===== config.mk =====
export PLATFORM = sky130hd
export DESIGN_NAME = y2i_scan_ctl
export DESIGN_NICKNAME = d
export VERILOG_FILES = /design/src/rtl/y2i_pkg.sv /design/src/rtl/y2i_scan_ctl.sv
export SDC_FILE = /design/constraint.sdc
export NUM_CORES = 1
export LEC_CHECK = 0
export BUFFER_PORTS_ARGS = -buffer_cell sky130_fd_sc_hd__clkbuf_2
export CORE_AREA = 3 3 76 78
export DETAILED_ROUTE_END_ITERATION = 10
export DIE_AREA = 0 0 79 81
export PLACE_DENSITY = 0.74
export SYNTH_ARGS = -nofsm -noshare
export SYNTH_HDL_FRONTEND = slang
export SYNTH_SLANG_ARGS = --single-unit

===== constraint.sdc =====
create_clock -name clk -period 3.15 [get_ports clk]
set_input_delay 0.315 -clock clk [delete_from_list [all_inputs] [get_ports clk]]
set_output_delay 0.315 -clock clk [all_outputs]
set_load 0.005 [all_outputs]

===== src/rtl/y2i_pkg.sv =====
package y2i_pkg;

	localparam int LUMA_W = 8;
	localparam int CHROMA_W = 8;
	localparam int WIDTH_W = 12;
	localparam int HEIGHT_W = 13;
	localparam int ROW_W = 12;
	localparam int CFG_DATA_W = 13;
	localparam int TDATA_W = 32;
	localparam int TUSER_W = 2;

	localparam logic [WIDTH_W-1:0] WIDTH_RESET = 12'd640;
	localparam logic [HEIGHT_W-1:0] HEIGHT_RESET = 13'd480;
	localparam logic [HEIGHT_W-1:0] HEIGHT_LIMIT = 13'd4096;

	typedef enum logic {
		REG_FRAME_WIDTH = 1'b0,
		REG_FRAME_HEIGHT = 1'b1
	} cfg_reg_t;

	// position flags of the item at the head of the scan
	typedef struct packed {
		logic odd_line;
		logic end_of_line;
		logic end_of_frame;
	} scan_flags_t;

	function automatic logic [ROW_W-1:0] lines_m1(input logic [HEIGHT_W-1:0] h);
		logic [ROW_W-1:0] r;
		if (h == '0) begin
			r = '0;
		end else if (h > HEIGHT_LIMIT) begin
			r = ROW_W'(HEIGHT_LIMIT - 13'd1);
		end else begin
			r = ROW_W'(h - 13'd1);
		end
		return r;
	endfunction

endpackage


===== src/rtl/y2i_scan_ctl.sv =====
module y2i_scan_ctl
	import y2i_pkg::*;
#(
	parameter int DEPTH = 1024,
	parameter int ADDR_W = $clog2(DEPTH)
) (
	input  logic                  clk,
	input  logic                  arst_n,
	input  logic                  cfg_write,
	input  cfg_reg_t              cfg_reg,
	input  logic [CFG_DATA_W-1:0] cfg_data,
	input  logic                  advance,
	output logic [ADDR_W-1:0]     column,
	output scan_flags_t           flags
);

	logic [ADDR_W-1:0] pairs_m1_q;
	logic [ROW_W-1:0]  lines_m1_q;
	logic [ADDR_W-1:0] col_q;
	logic [ROW_W-1:0]  row_q;

	// last pair index: width / 2 - 1, kept within 0 .. DEPTH - 1
	function automatic logic [ADDR_W-1:0] pairs_m1(input logic [WIDTH_W-1:0] w);
		logic [WIDTH_W-2:0] half;
		logic [31:0] h32;
		logic [ADDR_W-1:0] r;
		half = w[WIDTH_W-1:1];
		h32 = 32'(half);
		if (half == '0) begin
			r = '0;
		end else if (h32 > 32'(DEPTH)) begin
			r = ADDR_W'(DEPTH - 1);
		end else begin
			r = ADDR_W'(h32 - 32'd1);
		end
		return r;
	endfunction

	assign column = col_q;
	assign flags.odd_line = row_q[0];
	assign flags.end_of_line = (col_q == pairs_m1_q);
	assign flags.end_of_frame = (col_q == pairs_m1_q) && (row_q == lines_m1_q);

	always_ff @(posedge clk or negedge arst_n) begin
		if (!arst_n) begin
			pairs_m1_q <= pairs_m1(WIDTH_RESET);
			lines_m1_q <= lines_m1(HEIGHT_RESET);
			col_q <= '0;
			row_q <= '0;
		end else if (cfg_write) begin
			// any register write restarts the frame
			case (cfg_reg)
				REG_FRAME_WIDTH: pairs_m1_q <= pairs_m1(cfg_data[WIDTH_W-1:0]);
				REG_FRAME_HEIGHT: lines_m1_q <= lines_m1(cfg_data);
				default: ;
			endcase
			col_q <= '0;
			row_q <= '0;
		end else if (advance) begin
			if (flags.end_of_line) begin
				col_q <= '0;
				row_q <= flags.end_of_frame ? '0 : row_q + 1'b1;
			end else begin
				col_q <= col_q + 1'b1;
			end
		end
	end

endmodule


==> results.tsv, run 1 <==
metric	value	unit
share of total power in combinational logic	15.8	%
die height	81	microns
Synth cell types	48	
clock tree buffer depth	2	
total gr overflow	0	
register share of total power	55.8	%
Setup CP Type	in2reg	
number of hold-repair buffers added at the cts stage	0	
Tightest Pin Transition	1090	ps
max frequency	0.468	GHz
flip-flop cell with the highest count after synthesis	sky130_fd_sc_hd__dfrtp_1	
most frequent cells in the layout	sky130_fd_sc_hd__nand2_1 (40), sky130_fd_sc_hd__clkbuf_2 (30), sky130_fd_sc_hd__dfrtp_1 (29)	
count of vias placed by the detailed router	2348	
Power Dens Cells	387	nW/um^2
Detail Route Antenna Nets	0	
vias in the first global route	2217	
Worst slew margin	27.3	%
Pint	865	uW
number of buffers inserted by post-CTS setup repair	0	
H-tree level count	2	
shortest clock period the worst path allows after layout	2140	ps
net count after synthesis	331	
register area	1120	sq um
DRT Pass-1 Iters	4	
number of antenna violations at the first check in global routing	0	
global placer's final weighted congestion	0.906	
Final Instance Count excl. Fillers	402	
via count normalized by instance count	5.84	
standby leakage power	1.35	nW
combined global-route utilization of all metal layers	20.8	%
DRC violation count after routing	0	
DR WL/cell	15.3	microns
final hold vios	0	
chip width	79	microns
MaxCap Viol Count	0	
Async SR Flop Fraction	100	%
power spent charging and discharging nets	324	uW
flop and latch count out of synthesis	44	
Switching Fraction	27.3	%
setup repair after global routing missed its margin	false	
share of synthesized area occupied by flip-flops and latches	39.6	%
number of diodes added for antenna fixing	0	
required time of the worst setup path	3380	ps
Synth warnings	0	
peak ir drop on the vdd network	0.203	mV
post-synthesis instance area	2830	sq um
Worst-path clk slew	80	ps
clock latency at the later pin of the worst-skew pair	300	ps
area added between synthesis and finish	8.77	%
combined area of the multi-input logic cells	1590	sq um
share of the clock period used by the worst path	67.9	%
root cell of the clock tree	sky130_fd_sc_hd__clkbuf_8	
most common cell after layout, fill and taps aside	sky130_fd_sc_hd__nand2_1	
total clock buffers created by CTS	5	
Avg Synthesized Cell Area	9.17	sq um
Fill cells	475	
net count reported at finish	354	
number of slew-limit violations in the final report	0	
min-delay worst type	in2async	
Routed Wire Length	6140	microns
number of endpoints failing setup at the final stage	0	
total die area	6400	sq um
global-route wire length before repair	10500	microns
outcome	finished clean	
worst clock skew	11.2	ps
clk sink count	44	
Core ar.	5140	sq um
cell total after placement	394	
Post-CTS Resized	0	
Arrival @ worst endpoint	2370	ps
floorplan row count	26	
number of enable flip-flop cells after synthesis	0	
initial cell density of the core	55.0	%
clock tree from TritonCTS	done	
critical path peak fanout	7	
total I/O pin count	31	
detailed-placement wirelength estimate	4610	microns
post-route setup TNS	0	ps
violation count after the first detailed-routing iteration	226	
IO buf count	30	
critical path launch point type	input pin	
proportion of power drawn by the clock network	28.4	%
ratio of cells with drive above 1 in the final layout	19.0	%
crit path capture type	flop	
instance count of the mapped netlist	308	
largest net degree at the start of global routing	45	
Design Power	1.19	mW
-- sequential cells by signal, summed over array words and instances (netlist names) --
| register | cells |
|---|---|
| row_q | 12 |
| column | 10 |
| lines_m1_q | 12 |
| pairs_m1_q | 10 |
-- power by group through the flow --
stage	sequential (mW)	clock [mW]	combinational, mW
floorplan	0.660	0	0.138
detailed placement	0.674	0	0.189
CTS	0.663	0.344	0.190
global route	0.669	0.373	0.213
finish	0.663	0.338	0.188
global placement	0.671	0	0.183
-- path summary, 6_finish.rpt --
kind	start	to	slack, ps	cells after the start
worst max-delay path	cfg_data[1]	pairs_m1_q[5]	1010	8
worst min-delay path	arst_n	column[7]	210	1
worst max register to register	column[2]	row_q[1]	1100	5
worst min register to register	lines_m1_q[0]	lines_m1_q[0]	470	2
max in group asynchronous	arst_n	lines_m1_q[11]	2260	1
min in group clk	cfg_write	column[0]	330	2
-- final cells by class --
| type | count | area share, % |
|---|---|---|
| clock buffers | 7 | 2.48 |
| flip-flops and latches | 44 | 36.4 |
| multi-input cells | 239 | 51.6 |
| inverters | 9 | 1.10 |
| clock inverters | 1 | 0.163 |
| repair buffers | 32 | 5.37 |
| well taps | 70 | 2.85 |
-- worst max-delay path, stage by stage --
cell and delay [ps]:
sky130_fd_sc_hd__clkbuf_2 120, sky130_fd_sc_hd__inv_1 100, sky130_fd_sc_hd__ha_1 210, sky130_fd_sc_hd__or3b_1 460
sky130_fd_sc_hd__or2_2 380, sky130_fd_sc_hd__o21ai_1 410, sky130_fd_sc_hd__a21oi_1 160, sky130_fd_sc_hd__a21o_1 190
-- synthesized netlist by cell type, types with 2 or more instances --
library cell	count	area share, %
sky130_fd_sc_hd__nor2b_1	2	0.44
sky130_fd_sc_hd__nand2b_1	5	1.1
sky130_fd_sc_hd__nor2_1	16	2.1
sky130_fd_sc_hd__buf_6	3	1.2
sky130_fd_sc_hd__a21oi_1	12	2.1
sky130_fd_sc_hd__and4_1	4	1.2
sky130_fd_sc_hd__nor3b_1	2	0.53
sky130_fd_sc_hd__inv_1	9	1.2
sky130_fd_sc_hd__o31ai_4	2	1.5
sky130_fd_sc_hd__dfrtp_1	29	26
sky130_fd_sc_hd__and3_1	6	1.3
sky130_fd_sc_hd__or3_1	3	0.66
sky130_fd_sc_hd__o21ai_0	10	1.8
sky130_fd_sc_hd__a22o_1	11	3.4
sky130_fd_sc_hd__or2_2	4	0.89
sky130_fd_sc_hd__nand4_1	6	1.3
sky130_fd_sc_hd__a21o_1	7	1.9
sky130_fd_sc_hd__nand3_1	14	2.5
sky130_fd_sc_hd__o211ai_1	7	1.9
sky130_fd_sc_hd__clkbuf_1	12	1.6
sky130_fd_sc_hd__nand2_1	40	5.3
sky130_fd_sc_hd__nor4_1	10	2.2
sky130_fd_sc_hd__a31oi_1	4	0.89
sky130_fd_sc_hd__ha_1	5	2.2
sky130_fd_sc_hd__dfstp_2	15	14
sky130_fd_sc_hd__xnor2_1	23	7.1
sky130_fd_sc_hd__nor3_1	5	0.89
sky130_fd_sc_hd__and2_1	2	0.44
sky130_fd_sc_hd__nand4b_1	2	0.62
sky130_fd_sc_hd__xor2_1	20	6.2
-- logic make-up (layout without fill, tap and decap cells) --
| kind of cell | count (synthesis) | count (layout) | synth area share [%] |
|---|---|---|---|
| mux | 1 | 1 | 0.354 |
| buf+inv | 25 | 49 | 4.25 |
| fa+ha+maj | 5 | 5 | 2.21 |
| compound gates | 62 | 62 | 16.1 |
| flops | 44 | 44 | 39.6 |
| simple gates | 128 | 128 | 24.1 |
| xor+xnor | 43 | 43 | 13.3 |
-- metrics by stage --
step | hold WS, ps | area [sq um] | utilization, % | setup slack, ps
after detailed placement | 464 | 2990 | 58.2 | 725
after global routing | 305 | 3070 | 59.8 | 890
after CTS | 249 | 3070 | 59.8 | 1030
after global placement | 453 | 2990 | 58.2 | 783
after floorplan | 19.4 | 2830 | - | 1020
final | 213 | 3070 | 59.8 | 1010
-- metal layers --
layer	vias to the layer above	track usage, %	routed length (microns)
met5	-	0	0
met4	0	5.67	89
met3	7	3.77	253
met2	53	34.5	2840
met1	1138	28.0	2950
li1	1150	-	-
No activity file was read; power rests on OpenSTA's default activity.
==> run 2: changes to the inputs <==
clock period = 2.1 ns   (was 3.15 ns; I/O delays follow)
==> run 2 against run 1 <==
Compared with the run above: total power is 55% higher; clock power is 62% higher; via count is 0.94% higher; clock skew is 2.6 ps higher; clock-buffer cell count stayed put; sequential share of layout area is 1.7 points lower; first-iteration DRC count is 36% lower; global-route usage is 0.20 points higher; non-clock buffer count is 15 higher; cell area is 4.8% higher; critical path depth is 3 lower.
==> results.tsv, run 2 (synthesis gave the netlist of run 1 again) <==
metric	value	unit	change
global placer's final weighted congestion	0.970		was 0.906
final hold vios	0		unchanged
DR WL/cell	14.7	microns	was 15.3 microns
critical path peak fanout	6		was 7
count of vias placed by the detailed router	2370		was 2348
clock latency at the later pin of the worst-skew pair	300	ps	about the same
number of endpoints failing setup at the final stage	0		unchanged
most frequent cells in the layout	sky130_fd_sc_hd__nand2_1 (40), sky130_fd_sc_hd__clkbuf_2 (30), sky130_fd_sc_hd__dfrtp_1 (29)		unchanged
CP delay by family, top	simple AND/OR/NAND/NOR gates		unchanged
slowest cell on the critical path	sky130_fd_sc_hd__dfstp_2		was sky130_fd_sc_hd__or3b_1
H-tree level count	2		unchanged
ratio of cells with drive above 1 in the final layout	22.8	%	was 19.0%
setup repair after global routing missed its margin	false		unchanged
IO buf count	30		unchanged
worst clock skew	13.8	ps	was 11.2 ps
Worst slew margin	62.4	%	was 27.3%
hold_ws	232	ps	was 213 ps
chip width	79	microns	unchanged
die height	81	microns	unchanged
total die area	6400	sq um	unchanged
total gr overflow	0		unchanged
vias in the first global route	2328		was 2217
peak ir drop on the vdd network	0.354	mV	was 0.203 mV
slowest stage delay, CP	560	ps	was 460 ps
Routed Wire Length	6120	microns	was 6140 microns
global-route wire length before repair	10700	microns	was 10500 microns
total clock buffers created by CTS	5		unchanged
Worst-path clk slew	90	ps	was 80 ps
Fill cells	451		was 475
Arrival @ worst endpoint	1760	ps	was 2370 ps
critical path launch point type	flop		was input pin
number of slew-limit violations in the final report	0		unchanged
crit path capture type	output pin		was flop
Setup CP Type	reg2out		was in2reg
initial cell density of the core	55.0	%	unchanged
share of the clock period used by the worst path	93.9	%	
Core ar.	5140	sq um	unchanged
shortest clock period the worst path allows after layout	1970	ps	
Tightest Pin Transition	564	ps	was 1090 ps
clock tree buffer depth	2		unchanged
Core Util, Final	62.7	%	was 59.8%
violation count after the first detailed-routing iteration	145		was 226
DRT Pass-1 Iters	4		unchanged
required time of the worst setup path	1890	ps	was 3380 ps
most common cell after layout, fill and taps aside	sky130_fd_sc_hd__nand2_1		unchanged
number of buffers inserted by post-CTS setup repair	0		unchanged
number of diodes added for antenna fixing	0		unchanged
root cell of the clock tree	sky130_fd_sc_hd__clkbuf_8		unchanged
standby leakage power	1.43	nW	was 1.35 nW
largest net degree at the start of global routing	45		unchanged
CP bufs+invs	1		was 2
Detail Route Antenna Nets	0		unchanged
floorplan row count	26		unchanged
area added between synthesis and finish	14.0	%	was 8.77%
Worst Min Path Start	cfg_write		
leading registers by flop count	lines_m1_q x12, row_q x12		unchanged
min-delay worst type	in2reg		was in2async
clk sink count	44		unchanged
detailed-placement wirelength estimate	4700	microns	was 4610 microns
via count normalized by instance count	5.68		was 5.84
number of antenna violations at the first check in global routing	0		unchanged
Power Dens Cells	573	nW/um^2	was 387 nW/um^2
post-route setup TNS	0	ps	unchanged
combined global-route utilization of all metal layers	21.0	%	was 20.8%
Cell Chain, Critical Path	xnor2_1 > and4_1 > nand3_1 > nor2_1 > clkbuf_2		was clkbuf_2 > inv_1 > ha_1 > or3b_1 > or2_2 > o21ai_1 > a21oi_1 > a21o_1
total I/O pin count	31		unchanged
DRC violation count after routing	0		unchanged
max frequency	0.507	GHz	
clock tree from TritonCTS	done		unchanged
crit path from	pairs_m1_q[4]		was cfg_data[1]
outcome	finished clean		unchanged
MaxCap Viol Count	0		unchanged
worst reg2reg startpoint	pairs_m1_q[4]		was column[2]
net count reported at finish	369		was 354
[run 2: through the flow]
step / cell area (sq um) / worst slack, ps / cells / power, mW
global placement: 3110 / 63.8 / 408 / 1.30
detailed placement: 3110 / 23.7 / 408 / 1.31
global route: 3220 / 24.2 / 417 / 1.95
CTS: 3210 / 109 / 417 / 1.86
finish: 3220 / 128 / 417 / 1.85
floorplan: 2830 / 75.4 / 308 / 1.20
[run 2: worst paths after layout]
| path | to | slack, ps | depth (start not counted) |
|---|---|---|---|
| max in group asynchronous | lines_m1_q[6] | 1400 | 3 |
| worst min register to register | lines_m1_q[0] | 470 | 2 |
| worst min-delay path | column[0] | 230 | 2 |
| min in group asynchronous | column[7] | 430 | 3 |
| worst max-delay path | flags[0] | 130 | 5 |
| worst max register to register | row_q[4] | 330 | 6 |
[run 2: what timing repair did]
action                     in CTS  in global routing
setup endpoints to repair       0                  3
hold endpoints to repair       29                  0
resized for setup               0                  1
hold buffers                    1                  0
[run 2: where the power goes]
group / total (mW) / internal (mW) / switching [mW]
Clock: 0.547 / 0.267 / 0.279
Sequential: 0.989 / 0.938 / 0.0512
Combinational: 0.310 / 0.145 / 0.166
Total: 1.85 / 1.35 / 0.496
[run 2: area by class of cell]
class                   instances  area [sq um]  area share, %
clock buffers                   7          86.3           2.68
well taps                      70          87.6           2.72
flip-flops and latches         44          1120           34.8
multi-input cells             239          1590           49.5
clock inverters                 1          7.51          0.233
repair buffers                 47           293           9.09
inverters                       9          33.8           1.05
[run 2: metal layers]
layer  vias to the layer above  global-route usage (%)  wire, microns
met4                         0                    6.36            110
met5                         -                       0              0
met1                      1123                    27.7           2950
met2                        55                    35.3           2840
met3                        10                    3.77            228
li1                       1182                       -              -
==> run 3: changes to the inputs <==
PLACE_DENSITY = 0.76   (was 0.74)
REMOVE_ABC_BUFFERS = 1   (was not set)
==> run 3 against run 2 <==
Compared with the run above: via count rose by 1.5%; die area did not move; clock skew fell by 2.5 ps; first-iteration DRC count fell by 18%; worst setup slack improved by 4.8 ps; sequential cell count did not move.
==> results.tsv, run 3 (synthesis gave the netlist of run 1 again) <==
metric	value	unit	change
DRT Pass-1 Iters	4		unchanged
Final WS setup	133	ps	was 128 ps
total clock buffers created by CTS	5		unchanged
Finished Cell Area	3220	sq um	about the same
number of endpoints failing setup at the final stage	0		unchanged
global placer's final weighted congestion	0.901		was 0.970
Worst-path clk slew	90	ps	about the same
violation count after the first detailed-routing iteration	119		was 145
Routed Wire Length	6430	microns	was 6120 microns
DR WL/cell	15.3	microns	was 14.7 microns
area added between synthesis and finish	14.1	%	was 14.0%
number of diodes added for antenna fixing	0		unchanged
combined area of the multi-input logic cells	1600	sq um	was 1590 sq um
share of the clock period used by the worst path	93.7	%	was 93.9%
MaxCap Viol Count	0		unchanged
detailed-placement wirelength estimate	4950	microns	was 4700 microns
chip width	79	microns	unchanged
Arrival @ worst endpoint	1760	ps	about the same
number of antenna violations at the first check in global routing	0		unchanged
ratio of cells with drive above 1 in the final layout	23.4	%	was 22.8%
Core Util, Final	62.7	%	about the same
global-route wire length before repair	11000	microns	was 10700 microns
floorplan row count	26		unchanged
most common cell after layout, fill and taps aside	sky130_fd_sc_hd__nand2_1		unchanged
leading registers by flop count	lines_m1_q x12, row_q x12		unchanged
Design Power	1.82	mW	was 1.85 mW
min-delay worst type	in2reg		unchanged
most frequent cells in the layout	sky130_fd_sc_hd__nand2_1 (40), sky130_fd_sc_hd__clkbuf_2 (30), sky130_fd_sc_hd__dfrtp_1 (29)		unchanged
clock latency at the later pin of the worst-skew pair	300	ps	about the same
critical path peak fanout	6		unchanged
H-tree level count	2		unchanged
Setup CP Type	reg2out		unchanged
root cell of the clock tree	sky130_fd_sc_hd__clkbuf_8		unchanged
Core ar.	5140	sq um	unchanged
DRC violation count after routing	0		unchanged
vias in the first global route	2274		was 2328
Detail Route Antenna Nets	0		unchanged
max frequency	0.508	GHz	was 0.507 GHz
post-route setup TNS	0	ps	unchanged
Worst slew margin	38.8	%	was 62.4%
via count normalized by instance count	5.73		was 5.68
setup repair after global routing missed its margin	false		unchanged
required time of the worst setup path	1890	ps	about the same
initial cell density of the core	55.0	%	unchanged
Tightest Pin Transition	914	ps	was 564 ps
worst clock skew	11.3	ps	was 13.8 ps
die height	81	microns	unchanged
number of buffers inserted by post-CTS setup repair	0		unchanged
outcome	finished clean		unchanged
register area	1120	sq um	unchanged
post-placement setup slack	31.6	ps	was 23.7 ps
standby leakage power	1.43	nW	about the same
total die area	6400	sq um	unchanged
clock tree from TritonCTS	done		unchanged
peak ir drop on the vdd network	0.250	mV	was 0.354 mV
Fill cells	451		unchanged
clock tree buffer depth	2		unchanged
Power Dens Cells	564	nW/um^2	was 573 nW/um^2
net count reported at finish	372		was 369
crit path capture type	output pin		unchanged
largest net degree at the start of global routing	28		was 45
count of vias placed by the detailed router	2405		was 2370
final hold vios	0		unchanged
total gr overflow	0		unchanged
shortest clock period the worst path allows after layout	1970	ps	about the same
IO buf count	30		unchanged
number of slew-limit violations in the final report	0		unchanged
combined global-route utilization of all metal layers	21.6	%	was 21.0%
clk sink count	44		unchanged
area of placed instances	3120	sq um	was 3110 sq um
critical path launch point type	flop		unchanged
total I/O pin count	31		unchanged
[run 3: layout make-up]
class | instances | area share [%]
well taps | 70 | 2.72
clock inverters | 1 | 0.155
multi-input cells | 239 | 49.6
inverters | 9 | 1.05
flip-flops and latches | 44 | 34.7
clock buffers | 7 | 2.37
repair buffers | 50 | 9.39
[run 3: final timing paths]
path	cells after the start	start	end	slack, ps
max in group asynchronous	3	arst_n	lines_m1_q[2]	950
min reg2reg	2	lines_m1_q[0]	lines_m1_q[0]	470
max reg2reg	5	pairs_m1_q[4]	row_q[1]	240
min in group asynchronous	2	arst_n	pairs_m1_q[6]	380
max	5	pairs_m1_q[4]	flags[0]	130
min	2	cfg_write	column[1]	230
[run 3: timing repair]
item                                   CTS  global route
hold buffers                             1             0
resized for setup                        0             2
endpoints found under the hold margin   10             0
setup endpoints to repair                0             2
[run 3: critical path, cell delays in order, from the launching register on]
cell                       delay (ps)
sky130_fd_sc_hd__dfstp_2          560
sky130_fd_sc_hd__xnor2_1          140
sky130_fd_sc_hd__and4_1           310
sky130_fd_sc_hd__nand3_2          180
sky130_fd_sc_hd__nor2_1           140
sky130_fd_sc_hd__clkbuf_2         120
[run 3: power breakdown]
part / switching [mW] / leakage [nW] / internal, mW / total (mW)
Sequential: 0.0523 / 0.546 / 0.938 / 0.990
Combinational: 0.169 / 0.844 / 0.144 / 0.313
Clock: 0.282 / 0.0422 / 0.234 / 0.516
Total: 0.503 / 1.43 / 1.32 / 1.82
[run 3: routing by layer]
layer | GRT usage [%] | part of all wire, %
met1 | 28.4 | 48
met2 | 37.3 | 47
met3 | 3.22 | 3.9
met4 | 5.67 | 1.2
met5 | 0 | 0
[run 3: stage by stage]
step / instances / hold WS, ps
floorplan: 292 / -85.6
global placement: 411 / 164
detailed placement: 411 / 179
CTS: 420 / 212
global route: 420 / 249
finish: 420 / 229
